**src/hw/rtl/msfr_pkg.sv**
```systemverilog
package msfr_pkg;

  localparam int ID_W   = 22;
  localparam int BYTE_W = 8;

  typedef enum logic [1:0] {
    REPLY_ACK  = 2'd0,
    REPLY_NACK = 2'd1,
    REPLY_END  = 2'd2,
    REPLY_FULL = 2'd3
  } reply_t;

  typedef enum logic [1:0] {
    S_IDLE,
    S_MATCH,
    S_FIND,
    S_UPDATE
  } state_t;

  // controller -> datapath
  typedef struct packed {
    logic capture;
    logic match;
    logic find;
    logic update;
  } ctrl_cmd_t;

  // datapath -> controller
  typedef struct packed {
    logic id_zero;
    logic will_emit;
    logic out_busy;
  } ctrl_stat_t;

endpackage

```
**src/hw/rtl/msfr_bit_if.sv**
```systemverilog
interface msfr_bit_if import msfr_pkg::*; ();
  logic            valid;
  logic            ready;
  logic [ID_W-1:0] sender_id;
  logic            bit_value;

  modport source (output valid, output sender_id, output bit_value, input ready);
  modport sink   (input valid, input sender_id, input bit_value, output ready);
endinterface

```
**src/hw/rtl/msfr_reply_if.sv**
```systemverilog
interface msfr_reply_if import msfr_pkg::*; ();
  logic              valid;
  logic              ready;
  logic [ID_W-1:0]   target_id;
  reply_t            reply;
  logic [BYTE_W-1:0] data_byte;

  modport source (output valid, output target_id, output reply, output data_byte,
                  input ready);
  modport sink   (input valid, input target_id, input reply, input data_byte,
                  output ready);
endinterface

```
**src/hw/rtl/multi_sender_frame_receiver.sv**
```systemverilog
// A bit transfer steps through capture, id match, slot pick with context read and
//   update; the update step loads its reply into the output register.
// A new bit is taken only once the last one is through and the block is idle; a bit
//   tagged with id zero is dropped after the id match. A reply held by the sink stalls
//   the next bit that produces a reply in its update step, and every bit behind it.
// Reset: synchronous, clears the entry valid bits, the output valid and the control
//   state; ids and frame contexts are not cleared, no clearing pass is run.
module multi_sender_frame_receiver import msfr_pkg::*; #(
  parameter int NUM_SENDERS = 8,
  parameter int FRAME_LEN   = 12,
  parameter int CHECK_BITS  = 4
) (
  input  logic           clk,
  input  logic           rst,
  msfr_bit_if.sink       rx,
  msfr_reply_if.source   tx
);

  ctrl_cmd_t  cmd;
  ctrl_stat_t stat;

  // Sequencer: accept a bit transfer only when idle, then step through match,
  // slot pick and update. Hold in update while a due reply meets a full output.
  msfr_ctrl u_ctrl (
    .clk      (clk),
    .rst      (rst),
    .in_valid (rx.valid),
    .in_ready (rx.ready),
    .stat     (stat),
    .cmd      (cmd)
  );

  // Context table, frame check and output register. Unknown ids take the
  // lowest free entry; a completed frame either ends the message (zero byte,
  // entry freed) or is acked/nacked by its popcount check and restarted.
  msfr_dpath #(
    .NUM_SENDERS (NUM_SENDERS),
    .FRAME_LEN   (FRAME_LEN),
    .CHECK_BITS  (CHECK_BITS)
  ) u_dpath (
    .clk       (clk),
    .rst       (rst),
    .cmd       (cmd),
    .stat      (stat),
    .in_id     (rx.sender_id),
    .in_bit    (rx.bit_value),
    .out_ready (tx.ready),
    .out_valid (tx.valid),
    .out_id    (tx.target_id),
    .out_reply (tx.reply),
    .out_byte  (tx.data_byte)
  );

endmodule

```
**src/hw/rtl/msfr_ctrl.sv**
```systemverilog
module msfr_ctrl import msfr_pkg::*; (
  input  logic       clk,
  input  logic       rst,
  input  logic       in_valid,
  output logic       in_ready,
  input  ctrl_stat_t stat,
  output ctrl_cmd_t  cmd
);

  state_t state;
  state_t state_next;

  always_ff @(posedge clk) begin
    if (rst) begin
      state <= S_IDLE;
    end else begin
      state <= state_next;
    end
  end

  always_comb begin
    state_next  = state;
    cmd         = '0;
    in_ready    = 1'b0;
    unique case (state)
      S_IDLE: begin
        in_ready = 1'b1;
        if (in_valid) begin
          cmd.capture = 1'b1;
          state_next  = S_MATCH;
        end
      end
      S_MATCH: begin
        // drop bits tagged with id zero
        if (stat.id_zero) begin
          state_next = S_IDLE;
        end else begin
          cmd.match  = 1'b1;
          state_next = S_FIND;
        end
      end
      S_FIND: begin
        cmd.find   = 1'b1;
        state_next = S_UPDATE;
      end
      S_UPDATE: begin
        // hold while a reply is due and the output register is still full
        if (!(stat.will_emit && stat.out_busy)) begin
          cmd.update = 1'b1;
          state_next = S_IDLE;
        end
      end
      default: state_next = S_IDLE;
    endcase
  end

endmodule

```
**src/hw/rtl/msfr_dpath.sv**
```systemverilog
module msfr_dpath import msfr_pkg::*; #(
  parameter int NUM_SENDERS = 8,
  parameter int FRAME_LEN   = 12,
  parameter int CHECK_BITS  = 4
) (
  input  logic              clk,
  input  logic              rst,
  input  ctrl_cmd_t         cmd,
  output ctrl_stat_t        stat,
  input  logic [ID_W-1:0]   in_id,
  input  logic              in_bit,
  input  logic              out_ready,
  output logic              out_valid,
  output logic [ID_W-1:0]   out_id,
  output reply_t            out_reply,
  output logic [BYTE_W-1:0] out_byte
);

  localparam int SLOT_W = (NUM_SENDERS > 1) ? $clog2(NUM_SENDERS) : 1;
  localparam int CNT_W  = $clog2(FRAME_LEN + 1);
  localparam int MEM_W  = FRAME_LEN + CNT_W;

  function automatic logic [SLOT_W-1:0] lowest_set(input logic [NUM_SENDERS-1:0] v);
    logic [SLOT_W-1:0] idx;
    idx = '0;
    for (int i = NUM_SENDERS - 1; i >= 0; i--) begin
      if (v[i]) idx = SLOT_W'(i);
    end
    return idx;
  endfunction

  function automatic logic [3:0] ones8(input logic [BYTE_W-1:0] v);
    logic [3:0] n;
    n = '0;
    for (int i = 0; i < BYTE_W; i++) begin
      n = n + 4'(v[i]);
    end
    return n;
  endfunction

  // captured item
  logic [ID_W-1:0] cur_id;
  logic            cur_bit;

  // context table: ids and valid bits in flops, frame state in a memory
  logic [NUM_SENDERS-1:0] entry_valid;
  logic [ID_W-1:0]        entry_id [NUM_SENDERS];
  logic [MEM_W-1:0]       ctx_mem  [NUM_SENDERS];
  logic [MEM_W-1:0]       ctx_rd;

  logic [NUM_SENDERS-1:0] hit_vec;
  logic [NUM_SENDERS-1:0] free_vec;
  logic [SLOT_W-1:0]      slot_enc;
  logic [SLOT_W-1:0]      slot;
  logic                   is_new;
  logic                   is_full;

  logic [FRAME_LEN-1:0]   old_shift;
  logic [CNT_W-1:0]       old_cnt;
  logic [FRAME_LEN-1:0]   shift_new;
  logic [CNT_W-1:0]       cnt_new;
  logic                   frame_done;
  logic [FRAME_LEN+7:0]   shift_ext;
  logic [BYTE_W-1:0]      frame_byte;
  logic [BYTE_W-1:0]      frame_chk;
  logic                   byte_zero;

  always_ff @(posedge clk) begin
    if (cmd.capture) begin
      cur_id  <= in_id;
      cur_bit <= in_bit;
    end
  end

  always_ff @(posedge clk) begin
    if (cmd.match) begin
      for (int i = 0; i < NUM_SENDERS; i++) begin
        hit_vec[i]  <= entry_valid[i] && (entry_id[i] == cur_id);
        free_vec[i] <= !entry_valid[i];
      end
    end
  end

  assign slot_enc = (|hit_vec) ? lowest_set(hit_vec) : lowest_set(free_vec);

  always_ff @(posedge clk) begin
    if (cmd.find) begin
      slot    <= slot_enc;
      is_new  <= ~|hit_vec;
      is_full <= ~|hit_vec && ~|free_vec;
    end
  end

  // context memory: read in the find step, written back in the update step
  always_ff @(posedge clk) begin
    if (cmd.find) begin
      ctx_rd <= ctx_mem[slot_enc];
    end
    if (cmd.update && !is_full) begin
      ctx_mem[slot] <= frame_done ? '0 : {shift_new, cnt_new};
    end
  end

  assign old_shift  = is_new ? '0 : ctx_rd[MEM_W-1:CNT_W];
  assign old_cnt    = is_new ? '0 : ctx_rd[CNT_W-1:0];
  assign shift_new  = {old_shift[FRAME_LEN-2:0], cur_bit};
  assign cnt_new    = old_cnt + CNT_W'(1);
  assign frame_done = (cnt_new == CNT_W'(FRAME_LEN));
  assign shift_ext  = {8'b0, shift_new};
  assign frame_byte = shift_ext[CHECK_BITS +: BYTE_W];
  assign frame_chk  = BYTE_W'(shift_new[CHECK_BITS-1:0]);
  assign byte_zero  = (frame_byte == '0);

  always_ff @(posedge clk) begin
    if (rst) begin
      entry_valid <= '0;
    end else if (cmd.update && !is_full) begin
      if (is_new) begin
        entry_valid[slot] <= 1'b1;
      end
      if (frame_done && byte_zero) begin
        entry_valid[slot] <= 1'b0;
      end
    end
  end

  always_ff @(posedge clk) begin
    if (cmd.update && !is_full && is_new) begin
      entry_id[slot] <= cur_id;
    end
  end

  assign stat.id_zero   = (cur_id == '0);
  assign stat.will_emit = is_full || frame_done;
  assign stat.out_busy  = out_valid && !out_ready;

  // output register
  always_ff @(posedge clk) begin
    if (rst) begin
      out_valid <= 1'b0;
    end else if (cmd.update && stat.will_emit) begin
      out_valid <= 1'b1;
    end else if (out_ready) begin
      out_valid <= 1'b0;
    end
  end

  always_ff @(posedge clk) begin
    if (cmd.update && stat.will_emit) begin
      out_id <= cur_id;
      if (is_full) begin
        out_reply <= REPLY_FULL;
        out_byte  <= '0;
      end else if (byte_zero) begin
        out_reply <= REPLY_END;
        out_byte  <= '0;
      end else begin
        out_reply <= (BYTE_W'(ones8(frame_byte)) == frame_chk) ? REPLY_ACK : REPLY_NACK;
        out_byte  <= frame_byte;
      end
    end
  end

  a_cmd_onehot: assert property (@(posedge clk) disable iff (rst)
    $onehot0({cmd.capture, cmd.match, cmd.find, cmd.update}))
    else $error("more than one datapath command active");

  a_full_only_when_full: assert property (@(posedge clk) disable iff (rst)
    cmd.update && is_full |-> &entry_valid)
    else $error("table full reported with a free entry");

  a_no_overwrite: assert property (@(posedge clk) disable iff (rst)
    cmd.update && stat.will_emit |-> !(out_valid && !out_ready))
    else $error("reply loaded over an untaken reply");

  a_end_frees: assert property (@(posedge clk) disable iff (rst)
    cmd.update && !is_full && frame_done && byte_zero |=> !entry_valid[$past(slot)])
    else $error("entry not freed after end of message");

endmodule

```
**src/flat_wrapper.sv**
```systemverilog
// flat-port wrapper written by rule: the top's interface ports become plain ports
module multi_sender_frame_receiver_flat import msfr_pkg::*;
#(
  parameter int NUM_SENDERS = 8,
  parameter int FRAME_LEN   = 12,
  parameter int CHECK_BITS  = 4
)
  (clk, rst, rx_valid, rx_sender_id, rx_bit_value, rx_ready, tx_valid, tx_target_id, tx_reply, tx_data_byte, tx_ready);
  msfr_bit_if rx_i ();
  msfr_reply_if tx_i ();
  input  logic clk;
  input  logic rst;
  input wire logic [$bits(rx_i.valid)-1:0] rx_valid;
  input wire logic [$bits(rx_i.sender_id)-1:0] rx_sender_id;
  input wire logic [$bits(rx_i.bit_value)-1:0] rx_bit_value;
  output wire logic [$bits(rx_i.ready)-1:0] rx_ready;
  output wire logic [$bits(tx_i.valid)-1:0] tx_valid;
  output wire logic [$bits(tx_i.target_id)-1:0] tx_target_id;
  output wire logic [$bits(tx_i.reply)-1:0] tx_reply;
  output wire logic [$bits(tx_i.data_byte)-1:0] tx_data_byte;
  input wire logic [$bits(tx_i.ready)-1:0] tx_ready;
  assign rx_i.valid = rx_valid;
  assign rx_i.sender_id = rx_sender_id;
  assign rx_i.bit_value = rx_bit_value;
  assign rx_ready = rx_i.ready;
  assign tx_valid = tx_i.valid;
  assign tx_target_id = tx_i.target_id;
  assign tx_reply = tx_i.reply;
  assign tx_data_byte = tx_i.data_byte;
  assign tx_i.ready = tx_ready;
  multi_sender_frame_receiver #(.NUM_SENDERS(NUM_SENDERS), .FRAME_LEN(FRAME_LEN), .CHECK_BITS(CHECK_BITS)) u_core (.clk(clk), .rst(rst), .rx(rx_i), .tx(tx_i));
endmodule
```
**config.mk**
```make
export PLATFORM = sky130hd
export DESIGN_NAME = multi_sender_frame_receiver_flat
export DESIGN_NICKNAME = d
export VERILOG_FILES = /design/src/hw/rtl/msfr_pkg.sv /design/src/hw/rtl/msfr_bit_if.sv /design/src/hw/rtl/msfr_reply_if.sv /design/src/hw/rtl/multi_sender_frame_receiver.sv /design/src/hw/rtl/msfr_ctrl.sv /design/src/hw/rtl/msfr_dpath.sv /design/src/flat_wrapper.sv
export SDC_FILE = /design/constraint.sdc
export NUM_CORES = 1
export LEC_CHECK = 0
export BUFFER_PORTS_ARGS = -buffer_cell sky130_fd_sc_hd__buf_2
export CAP_MARGIN = 10
export CORE_MARGIN = 2
export CORE_UTILIZATION = 50
export CTS_CLUSTER_SIZE = 10
export DETAILED_ROUTE_END_ITERATION = 16
export GPL_ROUTABILITY_DRIVEN = 1
export GPL_TIMING_DRIVEN = 0
export HOLD_SLACK_MARGIN = 0.03
export PLACE_DENSITY = 0.79
export SYNTH_ARGS = -nofsm -noshare
export SYNTH_HDL_FRONTEND = slang
export SYNTH_SLANG_ARGS = --single-unit
```
**constraint.sdc**
```tcl
create_clock -name clk -period 5.3 [get_ports clk]
set_input_delay 1.325 -clock clk [delete_from_list [all_inputs] [get_ports clk]]
set_output_delay 1.325 -clock clk [all_outputs]
set_load 0.01 [all_outputs]
```
==> metrics.cfg, run 1 <==
[synthesis]
synth_warnings=0
yosysMostFrequentCell=edfxtp_1
yosys-top-cells-area=edfxtp_1 73%, xor2_1 6.6%, xnor2_1 3.3%
synth_seq_area_share=0.742
avgSynthCellArea_um2=17.7
postSynth.asyncResetShare=0
synth_area_um2=16000
synth_cells=904
syn_nets=940
synth_top_area_share=0.728
synth_cell_types=43
synth.ff_latch_count=398
synth_commonest_cells=387 x edfxtp_1, 121 x xor2_1, 60 x xnor2_1
synth_edf_count=387
synth_flop_cell=edfxtp_1
yosysTopAreaCell=edfxtp_1

[cts]
path_clk_slew_ns=0.06
clk_latency_ns=0.56
cts_root_buffer=clkbuf_16
cts_buffers=47
cts.htree.levels=2
cts_sinks=398
clk_path_buf_depth=3
cts_tree=done
post_cts_buffers=0
cts_hold_buf=0
cts_resized=0

[route]
wl_mm=33.0
top_layer=met5
via_count=8218
wl_met3_mm=2.60
first_pass_iters=6
post_drt_wl_per_cell_um=22.7
m1WireLength_mm=13.7
drcViolationCount=0
avgViaCountPerCell=5.64
ant_nets=0
drt_iter0_drc=759
dr_wl_met2_mm=15.8

[sta]
worst_clock_skew_ns=0.0328
rsz0062_at_grt=false
hold_viol_final=0
tightest_slew_ns=1.22
fin_crit_ns=4.57
max-slew-margin-rel=0.187
fin_crit_sh=0.862
drv_slew=0
setup_viol=0
maxClockFrequency_mhz=219
finalWorstSetupSlack_ns=0.732

[power]
ir_drop_mv=0.284
power_mw=6.81
leakagePower_nw=6.16
powerDensity_nw_per_um2=369

[floorplan]
start_util=0.507
die-height_um=183
rows=65
die_width_um=183
ios=61
dieArea_um2=33400
core_area_um2=31500

[status]
status=complete, no violations

[cells_and_area]
layout-drive-gt1-share=0.177
antenna_cells=0
fin_nets=1067
final_util=0.586
area_delta_synth_final_pct=15.6

[grt]
antenna_found_initial=1
grt_pass1_wl_mm=50.0
grtUsageTotal=0.201
grt_max_degree=24
overflow=0
grt_pass1_vias=8364

[placement]
dpl.hpwl_mm=21.3
dpl_worst_slack_ns=0.678
numPortBuffers=60
place.gp.congestion=0.812

[setup_path]
worstSetupPathType=register to register
worstSetupEndpointType=register
crit_fanout=23
cp.arrival_ns=4.71
critPathRequiredTime_ns=5.45
cp-start-kind=register

[worst_hold_path]
hold_path_class=register to register

[run]
cap_viol_max_count=0

worst paths after layout:
check / start / to / slack [ns] / cells past startpoint
worst min-delay path: u_core.u_dpath.entry_valid[6]$_SDFFE_PP0N_ / u_core.u_dpath.free_vec[6]$_DFFE_PP_ / 0.47 / 1
worst min register to register: u_core.u_dpath.entry_valid[6]$_SDFFE_PP0N_ / u_core.u_dpath.free_vec[6]$_DFFE_PP_ / 0.47 / 1
worst max register to register: u_core.u_dpath.is_new$_DFFE_PP_ / u_core.u_dpath.entry_id[0][9]$_DFFE_PP_ / 0.73 / 9
worst max-delay path: u_core.u_dpath.is_new$_DFFE_PP_ / u_core.u_dpath.entry_id[0][9]$_DFFE_PP_ / 0.73 / 9
cells by family (layout without fill, tap and decap cells):
group	Yosys count	count (layout)	synth area share
XOR/XNOR	181	181	0.0993
multiplexers	49	49	0.0581
buffers and inverters	64	214	0.0184
AO/OA/AOI/OAI	38	38	0.0151
AND/OR/NAND/NOR	165	165	0.0581
flip-flops	398	398	0.742
adder cells (fa/ha/maj)	9	9	0.00894
routing by layer:
metal | track usage | up-vias
met5 | 0 | -
met4 | 0.0668 | 2
met3 | 0.0413 | 74
met2 | 0.324 | 364
met1 | 0.278 | 4122
li1 | - | 3656
sequential cells by signal, summed over array words and instances, names as in the netlist, named ones only:
name / flops
u_core.u_ctrl.state: 1
u_core.u_dpath.ctx_mem: 120
u_core.u_dpath.ctx_rd: 15
u_core.u_dpath.cur_bit: 1
u_core.u_dpath.cur_id: 22
u_core.u_dpath.entry_id: 176
u_core.u_dpath.entry_valid: 8
u_core.u_dpath.free_vec: 8
u_core.u_dpath.hit_vec: 8
u_core.u_dpath.is_full: 1
u_core.u_dpath.is_new: 1
u_core.u_dpath.out_byte: 8
u_core.u_dpath.out_id: 22
u_core.u_dpath.out_reply: 2
u_core.u_dpath.out_valid: 1
u_core.u_dpath.slot: 3
cell type report:
cell class                 instances  area, um^2
buffer                            36         184
clock inverter                     5        73.8
clock buffer                      67        1270
fill                            2182       13000
multi-input combinational        442        3860
timing repair buffer              78         606
tap                              402         503
sequential                       398       11800
inverter                          28         110
through the flow:
| stage | TNS (ns) | cells | area (um^2) | hold WS, ns |
|---|---|---|---|---|
| final | 0 | 1456 | 18500 | 0.474 |
| after global routing | 0 | 1456 | 18500 | 0.489 |
| after CTS | 0 | 1452 | 18300 | 0.475 |
| after detailed placement | 0 | 1380 | 17000 | 0.460 |
| after global placement | -79.81 | 1366 | 16800 | 0.459 |
| after floorplan | 0 | 904 | 16000 | 0.441 |
placed cells by master, fill, tap and decap left out, types with 19 or more instances in the layout:
| cell | synthesis | layout |
|---|---|---|
| nand4_1 | 25 | 25 |
| edfxtp_1 | 387 | 387 |
| buf_2 | 1 | 61 |
| xnor2_1 | 60 | 60 |
| inv_1 | 26 | 26 |
| mux4_2 | 19 | 19 |
| clkbuf_1 | 30 | 49 |
| nor2_1 | 37 | 31 |
| clkbuf_16 | 0 | 50 |
| xor2_1 | 121 | 121 |
| nor4_1 | 31 | 31 |
critical path, cell delays in order (launching register included):
cell and delay (ns):
edfxtp_1 0.50, clkbuf_1 0.37, nor2b_1 0.13, ha_1 0.24, nor4bb_1 0.23, a311oi_1 0.43
nand2b_1 0.23, nor3_2 0.80, buf_6 0.26, and2_1 0.95
power breakdown:
| part | switching (mW) | leakage (nW) | internal (mW) |
|---|---|---|---|
| Clock | 1.18 | 0.649 | 1.66 |
| Combinational | 0.227 | 1.93 | 0.159 |
| Sequential | 0.0607 | 3.58 | 3.52 |
Power figures use the tool's default switching activity.
==> run 2, diff against run 1 <==
PLACE_DENSITY = 0.81   (was 0.79)
clock period = 4 ns   (was 5.3 ns; I/O delays follow)
==> run 2 against run 1 <==
Final area shrank 0.35%. Critical path depth rose by 6. Sequential power is 32% higher. First-iteration DRC count is 8.2% higher. Clock power grew 27%. Power is 30% higher. Die area unchanged. Wire length up 2.9%. Cell count shrank 0.55%. Worst setup slack got worse by 0.67 ns. Clock skew decreased by 0.0073 ns. Clock-buffer cell count shrank 11. Critical path type unchanged. Highest routed layer is now met4.
==> metrics.cfg, run 2 (synthesis gave the netlist of run 1 again) <==
[sta]
tns_ns=0  ; unchanged
maxClockFrequency_mhz=254  ; was 219 MHz
fin_crit_sh=0.984  ; was 0.862
fin_crit_ns=3.94  ; was 4.57 ns
worst_clock_skew_ns=0.0254  ; was 0.0328 ns
rsz0062_at_grt=true  ; was false
drv_slew=0  ; unchanged
hold_viol_final=0  ; unchanged
tightest_slew_ns=0.972  ; was 1.22 ns
max-slew-margin-rel=0.346  ; was 0.187
setup_viol=0  ; unchanged

[route]
avgViaCountPerCell=5.74  ; was 5.64
ant_nets=0  ; unchanged
drt_iter0_drc=821  ; was 759
via_count=8318  ; was 8,218
wl_mm=34.0  ; was 33.0 mm
drcViolationCount=0  ; unchanged
post_drt_wl_per_cell_um=23.5  ; was 22.7 um
first_pass_iters=5  ; was 6

[setup_path]
max_stage_delay_ns=0.53  ; was 0.95 ns
r2r_end=u_core.u_dpath.out_reply[0]$_SDFFCE_PP1P_  ; was u_core.u_dpath.entry_id[0][9]$_DFFE_PP_
crit_slowest_cell=fa_1  ; was and2_1
crit_buf_inv=5  ; was 2
cp-start-kind=register  ; unchanged
ff2ff_setup_slack_ns=0.06  ; was 0.73 ns
crit_chain=buf_6 > nand2b_4 > inv_1 > fa_1 > inv_2 > fa_1 > fa_1 > inv_1 > ha_2 > inv_2 > fa_2 > xnor2_2 > xnor2_1 > nor4_1 > o21bai_1  ; was clkbuf_1 > nor2b_1 > ha_1 > nor4bb_1 > a311oi_1 > nand2b_1 > nor3_2 > buf_6 > and2_1
cp.arrival_ns=4.23  ; was 4.71 ns
reg2reg_from=u_core.u_dpath.is_new$_DFFE_PP_  ; unchanged
worstSetupPathType=register to register  ; unchanged
critPathRequiredTime_ns=4.29  ; was 5.45 ns
worstSetupEndpointType=register  ; unchanged
path_delay_family=adder cells  ; was simple AND/OR/NAND/NOR gates
rr_worst_depth=15  ; was 9
crit_fanout=5  ; was 23
cp_common_cell=fa_1

[placement]
dpl.hpwl_mm=21.7  ; was 21.3 mm
place.gp.congestion=0.824  ; was 0.812
numPortBuffers=60  ; unchanged
place_area_um2=17000  ; about the same

[floorplan]
start_util=0.507  ; unchanged
rows=65  ; unchanged
die-height_um=183  ; unchanged
core_area_um2=31500  ; unchanged
dieArea_um2=33400  ; unchanged
die_width_um=183  ; unchanged
ios=61  ; unchanged

[worst_hold_path]
holdCritStartpoint=u_core.u_dpath.entry_valid[6]$_SDFFE_PP0N_  ; unchanged
min_to=u_core.u_dpath.free_vec[6]$_DFFE_PP_  ; unchanged
hold_path_class=register to register  ; unchanged
whs_path_depth=1  ; unchanged

[grt]
grt_pass1_wl_mm=50.8  ; was 50.0 mm
antenna_found_initial=0  ; was 1
overflow=0  ; unchanged
grt_max_degree=24  ; unchanged
grtUsageTotal=0.206  ; was 0.201
grt_pass1_vias=8553  ; was 8,364

[power]
pwr-share-comb=0.060  ; was 0.057
p_clk_frac=0.406  ; was 0.418
power_mw=8.87  ; was 6.81 mW
pwr-share-seq=0.535  ; was 0.525
switchingPower_mw=1.91  ; was 1.47 mW
leakagePower_nw=6.15  ; was 6.16 nW
p_int_mw=6.96  ; was 5.34 mW
ir_drop_mv=0.394  ; was 0.284 mV
powerDensity_nw_per_um2=482  ; was 369 nW/um^2
p_sw_frac=0.215  ; was 0.216

[cells_and_area]
reg_top3=u_core.u_dpath.entry_id (176), u_core.u_dpath.ctx_mem (120)  ; unchanged
layout_commonest_cell=edfxtp_1  ; unchanged
layout-drive-gt1-share=0.201  ; was 0.177
mostFrequentLayoutCells=387 x edfxtp_1, 121 x xor2_1, 62 x buf_2  ; was 387 x edfxtp_1, 121 x xor2_1, 61 x buf_2
final_util=0.584  ; was 0.586
largest_reg_flops=176  ; unchanged
fillCellCount=2220  ; was 2,182
area_delta_synth_final_pct=15.2  ; was 15.6%
regMostFlops=u_core.u_dpath.entry_id  ; unchanged
fin_nets=1070  ; was 1,067
final_area_um2=18400  ; was 18,500 um^2
antenna_cells=0  ; unchanged

[cts]
clk_path_buf_depth=3  ; unchanged
cts_sinks=398  ; unchanged
cts_buffers=46  ; was 47
path_clk_slew_ns=0.06  ; about the same
cts_tree=done  ; unchanged
clk_latency_ns=0.54  ; was 0.56 ns
cts_root_buffer=clkbuf_16  ; unchanged
cts.htree.levels=2  ; unchanged

[run]
cap_viol_max_count=0  ; unchanged

[status]
status=complete, no violations  ; unchanged

-- run 2: worst max-delay path by stage --
stage / depth (start not counted) / startpoint / slack [ns] / to
after floorplan: 8 / u_core.u_dpath.is_new$_DFFE_PP_ / 0.13 / u_core.u_dpath.entry_id[0][0]$_DFFE_PP_
after global placement: 8 / u_core.u_dpath.is_new$_DFFE_PP_ / -1.73 / u_core.u_dpath.entry_id[0][12]$_DFFE_PP_
after detailed placement: 8 / u_core.u_dpath.is_new$_DFFE_PP_ / -0.45 / u_core.u_dpath.entry_id[1][20]$_DFFE_PP_
after CTS: 16 / u_core.u_dpath.is_new$_DFFE_PP_ / -0.05 / u_core.u_dpath.out_reply[0]$_SDFFCE_PP1P_
after global routing: 15 / u_core.u_dpath.is_new$_DFFE_PP_ / -0.05 / u_core.u_dpath.out_reply[0]$_SDFFCE_PP1P_
final: 15 / u_core.u_dpath.is_new$_DFFE_PP_ / 0.06 / u_core.u_dpath.out_reply[0]$_SDFFCE_PP1P_
-- run 2: power by group through the flow --
| stage | Clock, mW | Combinational, mW | Sequential (mW) |
|---|---|---|---|
| after floorplan | 0 | 0.356 | 4.78 |
| after global placement | 0 | 0.478 | 4.82 |
| after detailed placement | 0 | 0.505 | 4.82 |
| after CTS | 3.63 | 0.527 | 4.74 |
| after global routing | 3.80 | 0.570 | 4.74 |
| final | 3.60 | 0.529 | 4.74 |
-- run 2: per-stage QoR --
stage          hold WS, ns  setup slack [ns]  cells
3_5_place_dp         0.463            -0.449   1379
2_1_floorplan        0.441             0.133    904
4_1_cts              0.473           -0.0517   1446
6_report             0.473            0.0648   1448
5_1_grt              0.500           -0.0515   1448
3_3_place_gp         0.456             -1.73   1366
-- run 2: area by class of cell --
type / count / area, um^2 / area share
flip-flops and latches: 398 / 11800 / 0.644
clock inverters: 4 / 47.5 / 0.00259
well taps: 402 / 503 / 0.0274
clock buffers: 56 / 1200 / 0.0652
repair buffers: 83 / 573 / 0.0312
plain buffers: 35 / 188 / 0.0102
inverters: 28 / 110 / 0.00599
multi-input cells: 442 / 3930 / 0.213
-- run 2: worst register-to-register path: cells and delay by family (launching register included) --
family          cells  cell delay [ns]
xor+xnor            2             0.28
fa+ha+maj           5             2.02
compound gates      1             0.11
buf+inv             5             0.38
simple gates        2             0.43
flops               1             0.47
-- run 2: what timing repair did --
item | 4_1_cts | 5_1_grt
gates cloned | 0 | 1
setup endpoints to repair | 185 | 92
pin swaps | 7 | 8
setup buffers | 7 | 3
resized for setup | 20 | 9
hold buffers | 0 | 0
endpoints found under the hold margin | 0 | 0
-- run 2: routing by layer --
metal	up-vias	GRT usage	wire length (um)
met1	4198	0.273	13900
met3	71	0.0347	2370
met5	-	0	0
met4	0	0.0719	920
li1	3653	-	-
met2	396	0.345	16700
